<file path="src/hdl/uoha_pkg.sv">
package uoha_pkg;

  localparam int PIX_W = 32;
  localparam int OX_W = 12;
  localparam int OY_W = 13;
  localparam int CFG_W = 13;
  localparam int CFG_IDX_W = 2;

  localparam logic [CFG_IDX_W-1:0] REG_FORMAT = 2'd0;
  localparam logic [CFG_IDX_W-1:0] REG_WIDTH  = 2'd1;
  localparam logic [CFG_IDX_W-1:0] REG_HEIGHT = 2'd2;

  localparam int FW_W = 12;
  localparam int FH_W = 13;
  localparam int FW_RESET = 2048;
  localparam int FH_RESET = 4096;
  localparam int LIM_W = 14;

  localparam logic [PIX_W-1:0] MASK_XRGB = 32'h0101_0101;
  localparam logic [15:0]      MASK_565  = 16'h0821;

  localparam int Q_DEPTH = 2;
  localparam int Q_AW = $clog2(Q_DEPTH);
  localparam int Q_LW = $clog2(Q_DEPTH + 1);

  typedef struct packed {
    logic [PIX_W-1:0] a;
    logic [PIX_W-1:0] b;
    logic [PIX_W-1:0] c;
    logic [PIX_W-1:0] d;
    logic [OX_W-1:0]  bx;
    logic [OY_W-1:0]  by;
  } job_t;

  typedef struct packed {
    logic            vld;
    logic [Q_LW-1:0] level;
  } q_stat_t;

  function automatic logic [PIX_W-1:0] blend(input logic [PIX_W-1:0] p,
                                             input logic [PIX_W-1:0] q,
                                             input logic fmt565);
    logic [16:0]      s16;
    logic [PIX_W-1:0] s32;
    s16 = {1'b0, p[15:0]} + {1'b0, q[15:0]} + {1'b0, (p[15:0] ^ q[15:0]) & MASK_565};
    s32 = p + q + ((p ^ q) & MASK_XRGB);
    if (fmt565) begin
      return {16'h0000, s16[16:1]};
    end else begin
      return {1'b0, s32[PIX_W-1:1]};
    end
  endfunction

endpackage

</file>
<file path="src/hdl/uoha_queue.sv">
module uoha_queue (
  input  logic              clk,
  input  logic              rst_n,
  input  logic              wr,
  input  uoha_pkg::job_t    wr_job,
  input  logic              rd,
  output uoha_pkg::job_t    rd_job,
  output uoha_pkg::q_stat_t stat
);

  uoha_pkg::job_t                ent_r [uoha_pkg::Q_DEPTH];
  logic [uoha_pkg::Q_AW-1:0]     wp_r, rp_r;
  logic [uoha_pkg::Q_LW-1:0]     lvl_r;

  always_ff @(posedge clk) begin
    if (!rst_n) begin
      wp_r  <= '0;
      rp_r  <= '0;
      lvl_r <= '0;
    end else begin
      if (wr) begin
        wp_r <= wp_r + uoha_pkg::Q_AW'(1);
      end
      if (rd) begin
        rp_r <= rp_r + uoha_pkg::Q_AW'(1);
      end
      priority if (wr && !rd) begin
        lvl_r <= lvl_r + uoha_pkg::Q_LW'(1);
      end else if (rd && !wr) begin
        lvl_r <= lvl_r - uoha_pkg::Q_LW'(1);
      end else begin
        lvl_r <= lvl_r;
      end
    end
  end

  always_ff @(posedge clk) begin
    if (wr) begin
      ent_r[wp_r] <= wr_job;
    end
  end

  assign rd_job     = ent_r[rp_r];
  assign stat.vld   = (lvl_r != '0);
  assign stat.level = lvl_r;

endmodule

</file>
<file path="config.mk">
export PLATFORM = sky130hd
export DESIGN_NAME = uoha_queue
export DESIGN_NICKNAME = d
export VERILOG_FILES = /design/src/hdl/uoha_pkg.sv /design/src/hdl/uoha_queue.sv
export SDC_FILE = /design/constraint.sdc
export NUM_CORES = 1
export LEC_CHECK = 0
export BUFFER_PORTS_ARGS = -buffer_cell sky130_fd_sc_hd__buf_2
export CORE_UTILIZATION = 38
export CTS_CLUSTER_SIZE = 12
export DETAILED_ROUTE_END_ITERATION = 7
export GPL_ROUTABILITY_DRIVEN = 0
export PLACE_DENSITY = 0.7
export SKIP_LAST_GASP = 1
export SLEW_MARGIN = 0
export SYNTH_ARGS = -nofsm -noshare
export SYNTH_HDL_FRONTEND = slang
export SYNTH_SLANG_ARGS = --single-unit
export TNS_END_PERCENT = 50
</file>
<file path="constraint.sdc">
create_clock -name clk -period 8.9 [get_ports clk]
set_clock_uncertainty 0.05 [all_clocks]
set_input_delay 0.89 -clock clk [delete_from_list [all_inputs] [get_ports clk]]
set_output_delay 0.89 -clock clk [all_outputs]
set_load 0.005 [all_outputs]
</file>
==> results.md <==
Power:
- The power per cell area is 234 mW/mm2.
- The worst-case IR drop observed on VDD is 0.148 mV.
- The sequential share of power is 50.2%.
- After layout, the design draws a total of 3430 uW.
- The power dissipated by switching net loads is 688 uW.
- The share of total power dissipated in combinational logic is 9.0%.
- The switching portion of total power is 20.1%.
- The total leakage power is 0.00563 uW.
- The cell-internal power is 2740 uW.
- The clock network is responsible for 40.8% of the overall power.

Synth:
- When the netlist entered floorplanning its net count stood at 655.
- The flip-flop cell with the highest count after synthesis is sky130_fd_sc_hd__edfxtp_1.
- sky130_fd_sc_hd__edfxtp_1 is the most common cell in the netlist.
- The portion of the post-synthesis area used by sequential elements is 80.6%.
- The number of register bits inferred by synthesis is 311.
- After synthesis the cells add up to 0.0115 mm2.
- The average footprint of a synthesized cell is 23.2 um2.
- By area the synthesized netlist is led by sky130_fd_sc_hd__edfxtp_1 80%, sky130_fd_sc_hd__mux2_4 9.1%, sky130_fd_sc_hd__mux2_2 8.1%.
- The async set or reset register ratio after synthesis is 0%.
- The number of warnings issued by yosys is 0.
- After synthesis, the largest area contributor takes up 79.7% of total cell area.
- The commonest cells after synthesis are 306 x sky130_fd_sc_hd__edfxtp_1, 83 x sky130_fd_sc_hd__mux2_2, 70 x sky130_fd_sc_hd__mux2_4.
- The number of enable-type register cells in the synthesized netlist is 306.
- The instance count of the mapped netlist is 497.
- The number of distinct standard cells referenced by the synthesized netlist is 17.
- The biggest area contributor in the post-synthesis netlist is sky130_fd_sc_hd__edfxtp_1.

Final layout:
- The total number of nets in the final design is 993.
- Relative to the synthesized area, the layout overhead comes to 27.0%.
- The area of all placed cells without fillers is 0.0146 mm2.
- The fraction of final layout cells sized beyond drive strength 1 is 60.8%.
- The filler cells instantiated in the layout total 2511.

Flow run:
- The max-cap violation count is 0.

Route:
- The highest metal layer carrying signal wires in the routed design is met5.
- In the routed design, unresolved DRC markers number 0.
- The routed wire length on met3 is 1940 um.
- The average wire per standard cell is 17.6 um.
- The final layout contains routed wiring with a total length of 22000 um.
- The detailed router put a total of 8390 um of wire on met1.
- The ratio of routed vias to standard cells is 4.63.
- For this run, the detailed router's first-pass iteration total came to 4.
- For this block, the initial DRC count from the detailed router was 238.
- The routed layout has 5799 vias.
- The remaining number of nets flagged by the antenna check after routing is 0.
- After detailed routing, the met2 layer carries 10900 um of wire.

Worst setup path:
- For the worst setup path, the data required time is 7.96 ns.
- Along the worst path, the maximum fanout reaches 68.
- The class of the most critical setup path is flip-flop to output pin.
- For the worst setup path, the data arrival time is 2.74 ns.
- The worst setup path is launched from a flip-flop.
- STA classifies the critical path endpoint as an output pin.
- The path depth of the worst reg2reg path is 2.

Clock tree:
- After clock tree synthesis, the flow added hold-fix buffers numbering 0.
- The clock root buffer master is sky130_fd_sc_hd__clkbuf_16.
- Once the clock tree was built, the resizer swapped 0 gates to a different size.
- The H-tree was split into 2 levels.
- The clock-pin slew on the worst setup and hold paths is 0.06 ns.
- No sink is reached through more buffers than the 3 on the longest clock path.
- The later pin in the worst-skew pair is clocked with a latency of 0.49 ns.
- The total CTS buffers is 35.
- The TritonCTS clock tree is done.
- The post-CTS setup buffer count is 0.
- The clock sink count is 311.

Worst hold path:
- The classification of the worst-slack hold path is flip-flop to flip-flop.
- The worst hold path passes through 2 cells.

Die:
- 313 I/O pins were placed.
- From bottom edge to top edge, the die measures 176 um.
- The area of the core is 0.0297 mm2.
- The floorplan step set the die width to 176 um.
- Once the floorplan was initialized, standard cells occupied 38.8% of the core.
- Row generation in the floorplan step produced 63 rows.
- The die covers 0.0310 mm2.

STA:
- Derived from the worst setup path, the maximum achievable clock frequency is 0.272 GHz.
- The tightest slew margin relative to the limit is 31.6%.
- The transition time at the pin with the least slew margin is 1.03 ns.
- The final count of pins violating max slew was 0.
- After layout, the worst path uses 41.3% of the clock period.
- The final hold violation count is 0.
- For the finished layout, the period the worst path requires is 3.68 ns.
- Setup repair after global routing left no endpoint under its margin.
- The total negative slack is 0 ns.
- The number of failing setup endpoints in the final timing report is 0.

Placed design:
- The count of input and output buffers is 312.
- Detailed placement ended at an HPWL of 14700 um.
- The area after detailed placement is 0.0135 mm2.

Status:
- The flow ran to the end, and the final reports show no timing, DRC or antenna violations.

Global routing:
- Global routing finished with a remaining overflow of 0.
- Global routing used 13.8% of the available tracks.
- The first global-routing pass estimated 32500 um of wire.
- The number of antenna violations at the first check in global routing is 7.
- The number of global-route vias before repair is 6005.
- The maximum number of pins on one net before global-route repair is 75.
==> final timing paths <==
path,startpoint,slack [ns],to
worst max-delay path,flip-flop,5.22,rd_job[47]
worst min register to register,lvl_r[1]$_SDFFE_PN0P_,0.46,lvl_r[1]$_SDFFE_PN0P_
worst min-delay path,lvl_r[1]$_SDFFE_PN0P_,0.46,lvl_r[1]$_SDFFE_PN0P_
worst max register to register,wp_r$_SDFFE_PN0P_,6.95,ent_r[1][97]$_DFFE_PP_
==> power groups by stage <==
| stage | Clock, uW | Combinational [uW] | Sequential [uW] |
|---|---|---|---|
| after floorplan | 0 | 182 | 1750 |
| after global placement | 0 | 309 | 1750 |
| after detailed placement | 0 | 313 | 1750 |
| final | 1400 | 308 | 1720 |
| after CTS | 1440 | 315 | 1720 |
| after global routing | 1490 | 335 | 1730 |
==> cells in the final DEF (no fill, tap or decap) <==
master and n:
sky130_fd_sc_hd__buf_2 312, sky130_fd_sc_hd__edfxtp_1 306, sky130_fd_sc_hd__o21ai_0 1, sky130_fd_sc_hd__clkbuf_1 7, sky130_fd_sc_hd__o21a_1 1, sky130_fd_sc_hd__mux2_4 70
sky130_fd_sc_hd__bufinv_16 4, sky130_fd_sc_hd__diode_2 4, sky130_fd_sc_hd__mux2_2 83, sky130_fd_sc_hd__clkinv_1 6, sky130_fd_sc_hd__xor2_1 2, sky130_fd_sc_hd__a21boi_0 1
sky130_fd_sc_hd__buf_4 6, sky130_fd_sc_hd__nor2b_1 1, sky130_fd_sc_hd__clkbuf_8 1, sky130_fd_sc_hd__inv_1 1, sky130_fd_sc_hd__ha_1 1, sky130_fd_sc_hd__dfxtp_4 1
sky130_fd_sc_hd__and2_1 3, sky130_fd_sc_hd__nor2b_4 1, sky130_fd_sc_hd__and2_4 1, sky130_fd_sc_hd__dfxtp_1 4, sky130_fd_sc_hd__clkbuf_16 37, sky130_fd_sc_hd__clkinv_2 5
sky130_fd_sc_hd__xnor2_1 1, sky130_fd_sc_hd__or3_1 1, sky130_fd_sc_hd__or2_2 1
==> logic make-up (layout without fill, tap and decap cells) <==
logic type,count (synthesis),in the layout,share of synthesized area (%)
mux,153,153,17.2
other cells,0,4,0
flops,311,311,80.6
simple gates,8,8,0.434
compound gates,3,3,0.174
fa+ha+maj,1,1,0.109
buf+inv,18,379,1.26
xor+xnor,3,3,0.228
==> flip-flops by register name, summed over array words and instances (netlist names), named ones only <==
| name | cells |
|---|---|
| ent_r | 306 |
| lvl_r | 2 |
| rp_r | 1 |
| wp_r | 1 |
==> layer usage <==
| metal | track usage, % | vias to the layer above |
|---|---|---|
| met3 | 5.15 | 58 |
| met4 | 5.62 | 8 |
| met5 | 0 | - |
| li1 | - | 2664 |
| met2 | 23.4 | 255 |
| met1 | 15.6 | 2814 |
==> cell type report <==
cell class              instances  area (um2)  share of cell area, %
diodes                          4        10.0                 0.0684
clock buffers                  45         966                   6.60
clock inverters                15         168                   1.15
inverters                       1        3.75                 0.0256
multi-input cells             168        2100                   14.4
flip-flops and latches        311        9290                   63.5
well taps                     390         488                   3.33
repair buffers                318        1610                   11.0
==> stage by stage <==
stage	utilization [%]	cells	hold slack (ns)	setup WS (ns)
floorplan	-	497	0.439	0.627
global placement	45.4	1188	0.441	5.73
detailed placement	45.4	1188	0.457	5.69
CTS	49.2	1248	0.459	5.15
global route	49.2	1249	0.502	5.05
finish	49.3	1252	0.459	5.22
==> critical path, stage by stage (launching register included) <==
cell and delay, ns:
sky130_fd_sc_hd__dfxtp_4 0.75, sky130_fd_sc_hd__buf_4 0.81, sky130_fd_sc_hd__mux2_2 0.42, sky130_fd_sc_hd__buf_2 0.13
Note: power is estimated with default switching activity, not from simulation.
