[config.mk]
export PLATFORM = sky130hd
export DESIGN_NAME = uoha_back
export DESIGN_NICKNAME = d
export VERILOG_FILES = /design/src/hdl/uoha_pkg.sv /design/src/hdl/uoha_back.sv
export SDC_FILE = /design/constraint.sdc
export NUM_CORES = 1
export LEC_CHECK = 0
export BUFFER_PORTS_ARGS = -buffer_cell sky130_fd_sc_hd__buf_2
export CORE_ASPECT_RATIO = 1.2
export CORE_UTILIZATION = 45
export DETAILED_ROUTE_END_ITERATION = 8
export SLEW_MARGIN = 0
export SYNTH_ARGS = -nofsm -noshare
export SYNTH_HDL_FRONTEND = slang
export SYNTH_SLANG_ARGS = --single-unit
[constraint.sdc]
create_clock -name clk -period 18.9 [get_ports clk]
set_input_delay 0.945 -clock clk [delete_from_list [all_inputs] [get_ports clk]]
set_output_delay 0.945 -clock clk [all_outputs]
set_load 0.02 [all_outputs]
[src/hdl/uoha_pkg.sv]
package uoha_pkg;

  localparam int PIX_W = 32;
  localparam int OX_W = 12;
  localparam int OY_W = 13;
  localparam int CFG_W = 13;
  localparam int CFG_IDX_W = 2;

  localparam logic [CFG_IDX_W-1:0] REG_FORMAT = 2'd0;
  localparam logic [CFG_IDX_W-1:0] REG_WIDTH  = 2'd1;
  localparam logic [CFG_IDX_W-1:0] REG_HEIGHT = 2'd2;

  localparam int FW_W = 12;
  localparam int FH_W = 13;
  localparam int FW_RESET = 2048;
  localparam int FH_RESET = 4096;
  localparam int LIM_W = 14;

  localparam logic [PIX_W-1:0] MASK_XRGB = 32'h0101_0101;
  localparam logic [15:0]      MASK_565  = 16'h0821;

  localparam int Q_DEPTH = 2;
  localparam int Q_AW = $clog2(Q_DEPTH);
  localparam int Q_LW = $clog2(Q_DEPTH + 1);

  typedef struct packed {
    logic [PIX_W-1:0] a;
    logic [PIX_W-1:0] b;
    logic [PIX_W-1:0] c;
    logic [PIX_W-1:0] d;
    logic [OX_W-1:0]  bx;
    logic [OY_W-1:0]  by;
  } job_t;

  typedef struct packed {
    logic            vld;
    logic [Q_LW-1:0] level;
  } q_stat_t;

  function automatic logic [PIX_W-1:0] blend(input logic [PIX_W-1:0] p,
                                             input logic [PIX_W-1:0] q,
                                             input logic fmt565);
    logic [16:0]      s16;
    logic [PIX_W-1:0] s32;
    s16 = {1'b0, p[15:0]} + {1'b0, q[15:0]} + {1'b0, (p[15:0] ^ q[15:0]) & MASK_565};
    s32 = p + q + ((p ^ q) & MASK_XRGB);
    if (fmt565) begin
      return {16'h0000, s16[16:1]};
    end else begin
      return {1'b0, s32[PIX_W-1:1]};
    end
  endfunction

endpackage

[src/hdl/uoha_back.sv]
module uoha_back (
  input  logic                       clk,
  input  logic                       rst_n,
  input  logic                       fmt565,
  input  uoha_pkg::job_t             head,
  input  uoha_pkg::q_stat_t          q_stat,
  output logic                       q_pop,
  output logic                       empty,
  input  logic                       pop,
  output logic [uoha_pkg::PIX_W-1:0] out_pixel_out,
  output logic [uoha_pkg::OX_W-1:0]  out_x,
  output logic [uoha_pkg::OY_W-1:0]  out_y,
  output logic                       out_last_of_tile
);

  logic                       jv_r, ov_r;
  logic [uoha_pkg::PIX_W-1:0] a_r, b_r, c_r, d_r, ab_r, cd_r, ac_r, bd_r;
  logic [uoha_pkg::OX_W-1:0]  bx_r;
  logic [uoha_pkg::OY_W-1:0]  by_r;
  logic [1:0]                 kc_r, kr_r;
  logic [uoha_pkg::PIX_W-1:0] pix_r;
  logic [uoha_pkg::OX_W-1:0]  ox_r;
  logic [uoha_pkg::OY_W-1:0]  oy_r;
  logic                       last_r;

  logic                       step, tile_end, take;
  logic [uoha_pkg::PIX_W-1:0] center, sel;

  assign step     = jv_r && (!ov_r || pop);
  assign tile_end = (kc_r == 2'd2) && (kr_r == 2'd2);
  assign take     = q_stat.vld && (!jv_r || (step && tile_end));
  assign q_pop    = take;
  assign center   = uoha_pkg::blend(ab_r, cd_r, fmt565);

  always_comb begin
    unique case ({kr_r, kc_r})
      4'b0000: sel = a_r;
      4'b0001: sel = ab_r;
      4'b0010: sel = b_r;
      4'b0100: sel = ac_r;
      4'b0101: sel = center;
      4'b0110: sel = bd_r;
      4'b1000: sel = c_r;
      4'b1001: sel = cd_r;
      4'b1010: sel = d_r;
      default: sel = d_r;
    endcase
  end

  always_ff @(posedge clk) begin
    if (!rst_n) begin
      jv_r <= 1'b0;
      ov_r <= 1'b0;
      kc_r <= '0;
      kr_r <= '0;
    end else begin
      if (take) begin
        jv_r <= 1'b1;
      end else if (step && tile_end) begin
        jv_r <= 1'b0;
      end
      if (take) begin
        kc_r <= '0;
        kr_r <= '0;
      end else if (step) begin
        if (kc_r == 2'd2) begin
          kc_r <= '0;
          kr_r <= kr_r + 2'd1;
        end else begin
          kc_r <= kc_r + 2'd1;
        end
      end
      if (step) begin
        ov_r <= 1'b1;
      end else if (pop) begin
        ov_r <= 1'b0;
      end
    end
  end

  // first level of averages when a tile is taken
  always_ff @(posedge clk) begin
    if (take) begin
      a_r  <= head.a;
      b_r  <= head.b;
      c_r  <= head.c;
      d_r  <= head.d;
      ab_r <= uoha_pkg::blend(head.a, head.b, fmt565);
      cd_r <= uoha_pkg::blend(head.c, head.d, fmt565);
      ac_r <= uoha_pkg::blend(head.a, head.c, fmt565);
      bd_r <= uoha_pkg::blend(head.b, head.d, fmt565);
      bx_r <= head.bx;
      by_r <= head.by;
    end
  end

  always_ff @(posedge clk) begin
    if (step) begin
      pix_r  <= sel;
      ox_r   <= bx_r + uoha_pkg::OX_W'(kc_r);
      oy_r   <= by_r + uoha_pkg::OY_W'(kr_r);
      last_r <= tile_end;
    end
  end

  assign empty            = !ov_r;
  assign out_pixel_out    = pix_r;
  assign out_x            = ox_r;
  assign out_y            = oy_r;
  assign out_last_of_tile = last_r;

endmodule

==> results.ini, run 1 <==
[run_status]
status=finished clean

[placement]
port_buffers=217
gp_congestion=1.03
hpwl_mm=59.4
post-place-ws_ns=13.47

[synthesis]
synth_seq_cells=341
syn_nets=2815
synth-main-ff-cell=edfxtp_1
synth_fa_ha_area_share_pct=16.9
ys_types=83
avgSynthCellArea_um2=10.5
async_reset_ff_share_pct=0
synth.area.mux_share_pct=1.44
synth_simple_gate_area_share_pct=12.2
synth_edf_count=335
synth_cells=2330
synth_compound_area_share_pct=19.2
synth_seq_area_share_pct=41.7
synth_top_family_by_area=compound AO/OA/AOI/OAI gates
synth-xor-area-share_pct=5.60
netlist_area_um2=24400
ys_warn_count=0

[floorplanning]
die_area_um2=55200
core_area_um2=53600
row_count=93
chipWidth_um=215
die_h_um=257
start_util_pct=45.5
ios=220

[layout]
area_delta_synth_final_pct=12.7
final_util_pct=51.3
diodes=0
nNetsFinal=3006
seq_area_um2=10200
fill_cells=4866
layout_commonest_cell=edfxtp_1
drive_gt1_share_pct=14.1
multi_input_area_um2=13500
final_cell_mix=335 x edfxtp_1, 318 x ha_1, 216 x buf_2, 163 x a21oi_1, 154 x nor2_1

[clock_network]
cts_tree=built
clkSinkCount=341
htree_levels=2
cts_buffer_depth=3
numCtsBuffers=39
worstSkewPairLatency_ns=0.58
cts_setup_buffers=0
ctsHoldBuffers=0
root_buffer=clkbuf_16
cts_resized=0
path_clk_slew_ns=0.06

[setup_path]
regToRegSetupSlack_ns=14.45
slowest_stage=a21boi_0
slowest_delay_ns=1.05
crit_end=ac_r[30]$_SDFFCE_PP0P_
required_ns=19.20
crit_arrival_ns=5.29
cp_max_fo=6
rr_startpoint=ov_r$_SDFFE_PN0P_
timing.critical_path.from=head[58]
path_class=in2reg
start_kind=input pin
critical_path.cell_chain=buf_2, ha_1, ha_1, inv_1, fa_1, nor2b_1, o2111ai_1, a41oi_1, o21ai_0, a21boi_0, o2111ai_1, nand3_1, nand3_1
r2r-end=a_r[15]$_DFFE_PP_
reg2reg_depth=7
cp-end-kind=register

[routing]
ant_nets=0
drc=0
wl_per_cell_um=24.2
drtPass1Iterations=6
via_count=20000
drt_wl_total_mm=78.8
drt_iter0_markers=1840
via_per_inst=6.12

[timing]
relSlewSlack_pct=16.5
fin_crit_ns=4.99
fin_tns_setup_ns=0
finalSetupViolCount=0
hold_violations=0
drv_slew=0
worst_pin_slew_ns=1.24
rsz0062_at_grt=false
finClkSkew_ns=0.0326
fin_ws_ns=13.91
fmax_mhz=200
period_share_pct=26.4
hold_ws_ns=0.492

[hold_path]
hp-class=reg2reg

[pwr]
leakage_nw=11.4
irDropWorstVdd_v=0.0000550
powerDensity_nw_per_um2=88.6

[grt]
grt-ovfl-total=0
antenna_found_initial=0
grt_start_max_net_pins=165
grt_pass1_vias=19400
track_usage_pct=28.2
grt_pass1_wl_mm=118

[run]
maxCapViolCount=0

==> cell usage after synthesis (7+ instances only) <==
cell       instances  area, µm²
o21a_1            24        180
a21oi_1          164        821
o2111ai_1          8       70.1
a31o_2            12        105
fa_1               7        140
a21o_1            66        495
o21bai_1          27        203
a31oi_1           32        200
and2_1            22        138
o31ai_1           10       75.1
inv_1            102        383
a21boi_0           7       52.6
a2111oi_0          8       70.1
a221oi_1          12        105
a222oi_1          22        220
nand2b_1          24        150
nand4_1           19        119
a211oi_1          23        173
nor2_1           154        578
edfxtp_1         335      10100
nand3b_1           7       52.6
and3_1            36        225
or2_2             23        144
nor3b_1            7       52.6
or3_1             14       87.6
mux2_2             9        101
nor4_1            10       62.6
ha_1             318       3980
a22oi_1           53        398
o211ai_1          16        120
a221o_1            8       80.1
nand3_1           57        285
o21ai_0          106        531
nand2_1          134        503
clkbuf_1          82        308
xor2_1            61        534
nor2b_1           27        169
mux2i_1           25        250
nor3_1            48        240
xnor2_1           95        832
==> cell type report <==
cell class              instances  share of cell area, %
multi-input cells            1796                   49.2
flip-flops and latches        341                   37.0
clock inverters                21                  0.751
inverters                     103                   1.41
well taps                     712                   3.24
repair buffers                240                   4.63
clock buffers                  48                   3.78
==> worst min-delay path by stage <==
stage	start	to	slack [ns]	depth (start not counted)
2_1_floorplan	jv_r$_SDFFE_PN0P_	ov_r$_SDFFE_PN0P_	0.45	2
3_3_place_gp	jv_r$_SDFFE_PN0P_	ov_r$_SDFFE_PN0P_	0.47	2
6_report	jv_r$_SDFFE_PN0P_	ov_r$_SDFFE_PN0P_	0.49	2
4_1_cts	jv_r$_SDFFE_PN0P_	ov_r$_SDFFE_PN0P_	0.49	2
3_5_place_dp	jv_r$_SDFFE_PN0P_	ov_r$_SDFFE_PN0P_	0.48	2
5_1_grt	jv_r$_SDFFE_PN0P_	ov_r$_SDFFE_PN0P_	0.52	2
==> critical path, delay by kind of cell <==
kind | cells | cell delay [ns]
AOI/OAI and AO/OA | 5 | 2.55
and+or+nand+nor | 3 | 0.59
adders and majority gates | 3 | 0.97
buffers and inverters | 2 | 0.22
==> metrics by stage <==
step / cell area (µm²) / power [W] / std cells
2_1_floorplan: 24400 / 0.00147 / 2330
3_3_place_gp: 26200 / 0.00166 / 3192
3_5_place_dp: 26200 / 0.00167 / 3192
4_1_cts: 27500 / 0.00244 / 3261
5_1_grt: 27500 / 0.00255 / 3261
6_report: 27500 / 0.00244 / 3261
==> state kept, by name, summed over array words and instances, names as in the netlist <==
| signal | cells |
|---|---|
| ab_r | 31 |
| out_x | 12 |
| b_r | 32 |
| cd_r | 31 |
| by_r | 13 |
| bx_r | 12 |
| ac_r | 31 |
| kc_r | 2 |
| out_y | 13 |
| c_r | 32 |
| bd_r | 31 |
| kr_r | 2 |
| out_last_of_tile | 1 |
| out_pixel_out | 32 |
| ov_r | 1 |
| jv_r | 1 |
| a_r | 32 |
| d_r | 32 |
==> kinds of logic (layout without fill, tap and decap cells) <==
group           count (synthesis)  count (layout)
compound gates                680             680
simple gates                  600             600
flops                         341             341
fa+ha+maj                     326             326
buf+inv                       193             412
xor+xnor                      156             156
mux                            34              34
==> per-layer routing <==
layer | vias to the layer above | wire length [µm] | track usage, %
li1 | 9304 | - | -
met1 | 9703 | 33200 | 37.7
met2 | 821 | 37300 | 46.8
met3 | 141 | 5650 | 3.76
met4 | 0 | 2580 | 9.94
met5 | - | 0 | 0
==> power by group <==
part	switching, W	internal, W	leakage, nW
Combinational	0.000444	0.000280	7.51
Sequential	0.0000288	0.000915	3.25
Clock	0.000324	0.000445	0.615
(Power assumes the default switching activity.)
==> run 2, diff against run 1 <==
Settings changed: PLACE_DENSITY set to 0.66.
Clock period 18.9 ns to 4.2 ns, I/O delays scaled along.
==> run 2 against run 1 <==
  * Total power rose to 4.6 times the previous value
  * Clock skew fell by 0.011 ns
  * Non-clock buffer count is 180 higher
  * Sequential cell count stayed put
  * Routed wire length increased by 0.78%
  * First-iteration DRC count up 8.3%
  * Cell area up 6.6%
  * Register-to-register slack got worse by 14 ns
==> results.ini, run 2 (synthesis gave the netlist of run 1 again) <==
[run_status]
status=finished clean

[hold_path]
hp-class=in2reg
hp-start=fmt565
holdPathEnd=cd_r[8]$_DFFE_PP_
hold_path_depth=2

[floorplanning]
start_util_pct=45.5
ios=220
core_area_um2=53600
chipWidth_um=215
row_count=93
die_h_um=257
die_area_um2=55200

[placement]
hpwl_mm=59.3
gp_congestion=1.00
port_buffers=217
post-place-ws_ns=0.144

[layout]
nNetsFinal=3186
area_delta_synth_final_pct=20.2
fill_cells=4582
layout_commonest_cell=edfxtp_1
drive_gt1_share_pct=13.9
final_cell_mix=335 x edfxtp_1, 317 x ha_1, 216 x buf_2, 163 x a21oi_1, 157 x dlygate4sd3_1

[pwr]
leakage_nw=12.2
p_total_w=0.0111
irDropWorstVdd_v=0.000277
powerDensity_nw_per_um2=380

[grt]
antenna_found_initial=1
grt_start_max_net_pins=100
grt_pass1_wl_mm=120
track_usage_pct=28.4
grt-ovfl-total=0
grt_pass1_vias=20600

[timing]
fin_tns_setup_ns=0
rsz0062_at_grt=false
fin_crit_ns=4.10
fin_ws_ns=0.0992
period_share_pct=97.6
worst_pin_slew_ns=0.919
finalSetupViolCount=0
fmax_mhz=244
drv_slew=0
relSlewSlack_pct=38.7
finClkSkew_ns=0.0212
hold_violations=0

[routing]
ant_nets=0
via_count=21100
wl_per_cell_um=23.1
via_per_inst=6.13
drc=0
drt_wl_total_mm=79.4
drtPass1Iterations=7
drt_iter0_markers=1992

[clock_network]
path_clk_slew_ns=0.06
cts_buffer_depth=3
htree_levels=2
cts_tree=built
worstSkewPairLatency_ns=0.57
clkSinkCount=341
numCtsBuffers=39
root_buffer=clkbuf_16

[setup_path]
crit_arrival_ns=4.41
required_ns=4.51
path_class=in2reg
reg2reg_depth=12
regToRegSetupSlack_ns=0.30
start_kind=input pin
r2r-end=out_pixel_out[14]$_DFFE_PP_
rr_startpoint=ab_r[1]$_DFFE_PP_
cp_max_fo=3
cp-end-kind=register

[run]
maxCapViolCount=0

run 2: per-stage QoR:
stage | utilization [%] | cells | instance area (µm²) | hold WS (ns)
floorplan | - | 2330 | 24500 | 0.309
global placement | 49.3 | 3215 | 26500 | 0.388
detailed placement | 49.3 | 3215 | 26500 | 0.388
CTS | 54.6 | 3440 | 29300 | 0.0989
global route | 54.6 | 3440 | 29300 | 0.138
finish | 54.6 | 3441 | 29300 | 0.134
run 2: per-layer routing:
layer	track usage, %	up-vias	wire (µm)
met5	0	-	0
met4	12.8	0	3630
met3	3.81	217	6140
met2	47.3	1056	36900
met1	36.9	10100	32700
li1	-	9662	-
run 2: worst max path at each step:
stage | slack [ns] | from | endpoint
floorplan | -1.41 | ov_r$_SDFFE_PN0P_ | kc_r[0]$_SDFFE_PP0P_
global placement | 0.19 | head[90] | ab_r[28]$_SDFFCE_PP0P_
detailed placement | 0.14 | head[90] | ab_r[28]$_SDFFCE_PP0P_
CTS | 0.17 | head[90] | ab_r[28]$_SDFFCE_PP0P_
global route | 0.007 | head[26] | cd_r[28]$_SDFFCE_PP0P_
finish | 0.1 | head[26] | cd_r[28]$_SDFFCE_PP0P_
run 2: what timing repair did:
item / in CTS / in global routing
endpoints found under the setup margin: 0 / 1
setup buffers: 0 / 0
hold buffers: 157 / 0
resized for setup: 0 / 1
endpoints found under the hold margin: 159 / 0
run 2: final cells by class:
cell class	instances	area, µm²	share of cell area (%)
antenna	1	2.50	0.00854
clock buffer	47	1050	3.58
clock inverter	21	220	0.751
inverter	103	387	1.32
multi-input combinational	1796	13500	46.2
sequential	341	10200	34.7
tap	712	891	3.04
timing repair buffer	420	3060	10.4
run 2: worst max-delay path, cell delays in order:
cell	delay, ns
dlygate4sd3_1	0.53
buf_2	0.15
ha_1	0.30
ha_1	0.24
inv_1	0.08
fa_1	0.46
nand2b_1	0.21
a211oi_1	0.35
o21ai_0	0.37
and3_1	0.28
nor4_1	0.39
nor2_1	0.17
o31ai_1	0.30
mux2_2	0.36
run 2: where the power goes:
part | switching, W | total (W) | internal, W
Sequential | 0.000127 | 0.00424 | 0.00412
Combinational | 0.00202 | 0.00340 | 0.00138
Clock | 0.00142 | 0.00350 | 0.00207
Total | 0.00357 | 0.0111 | 0.00757
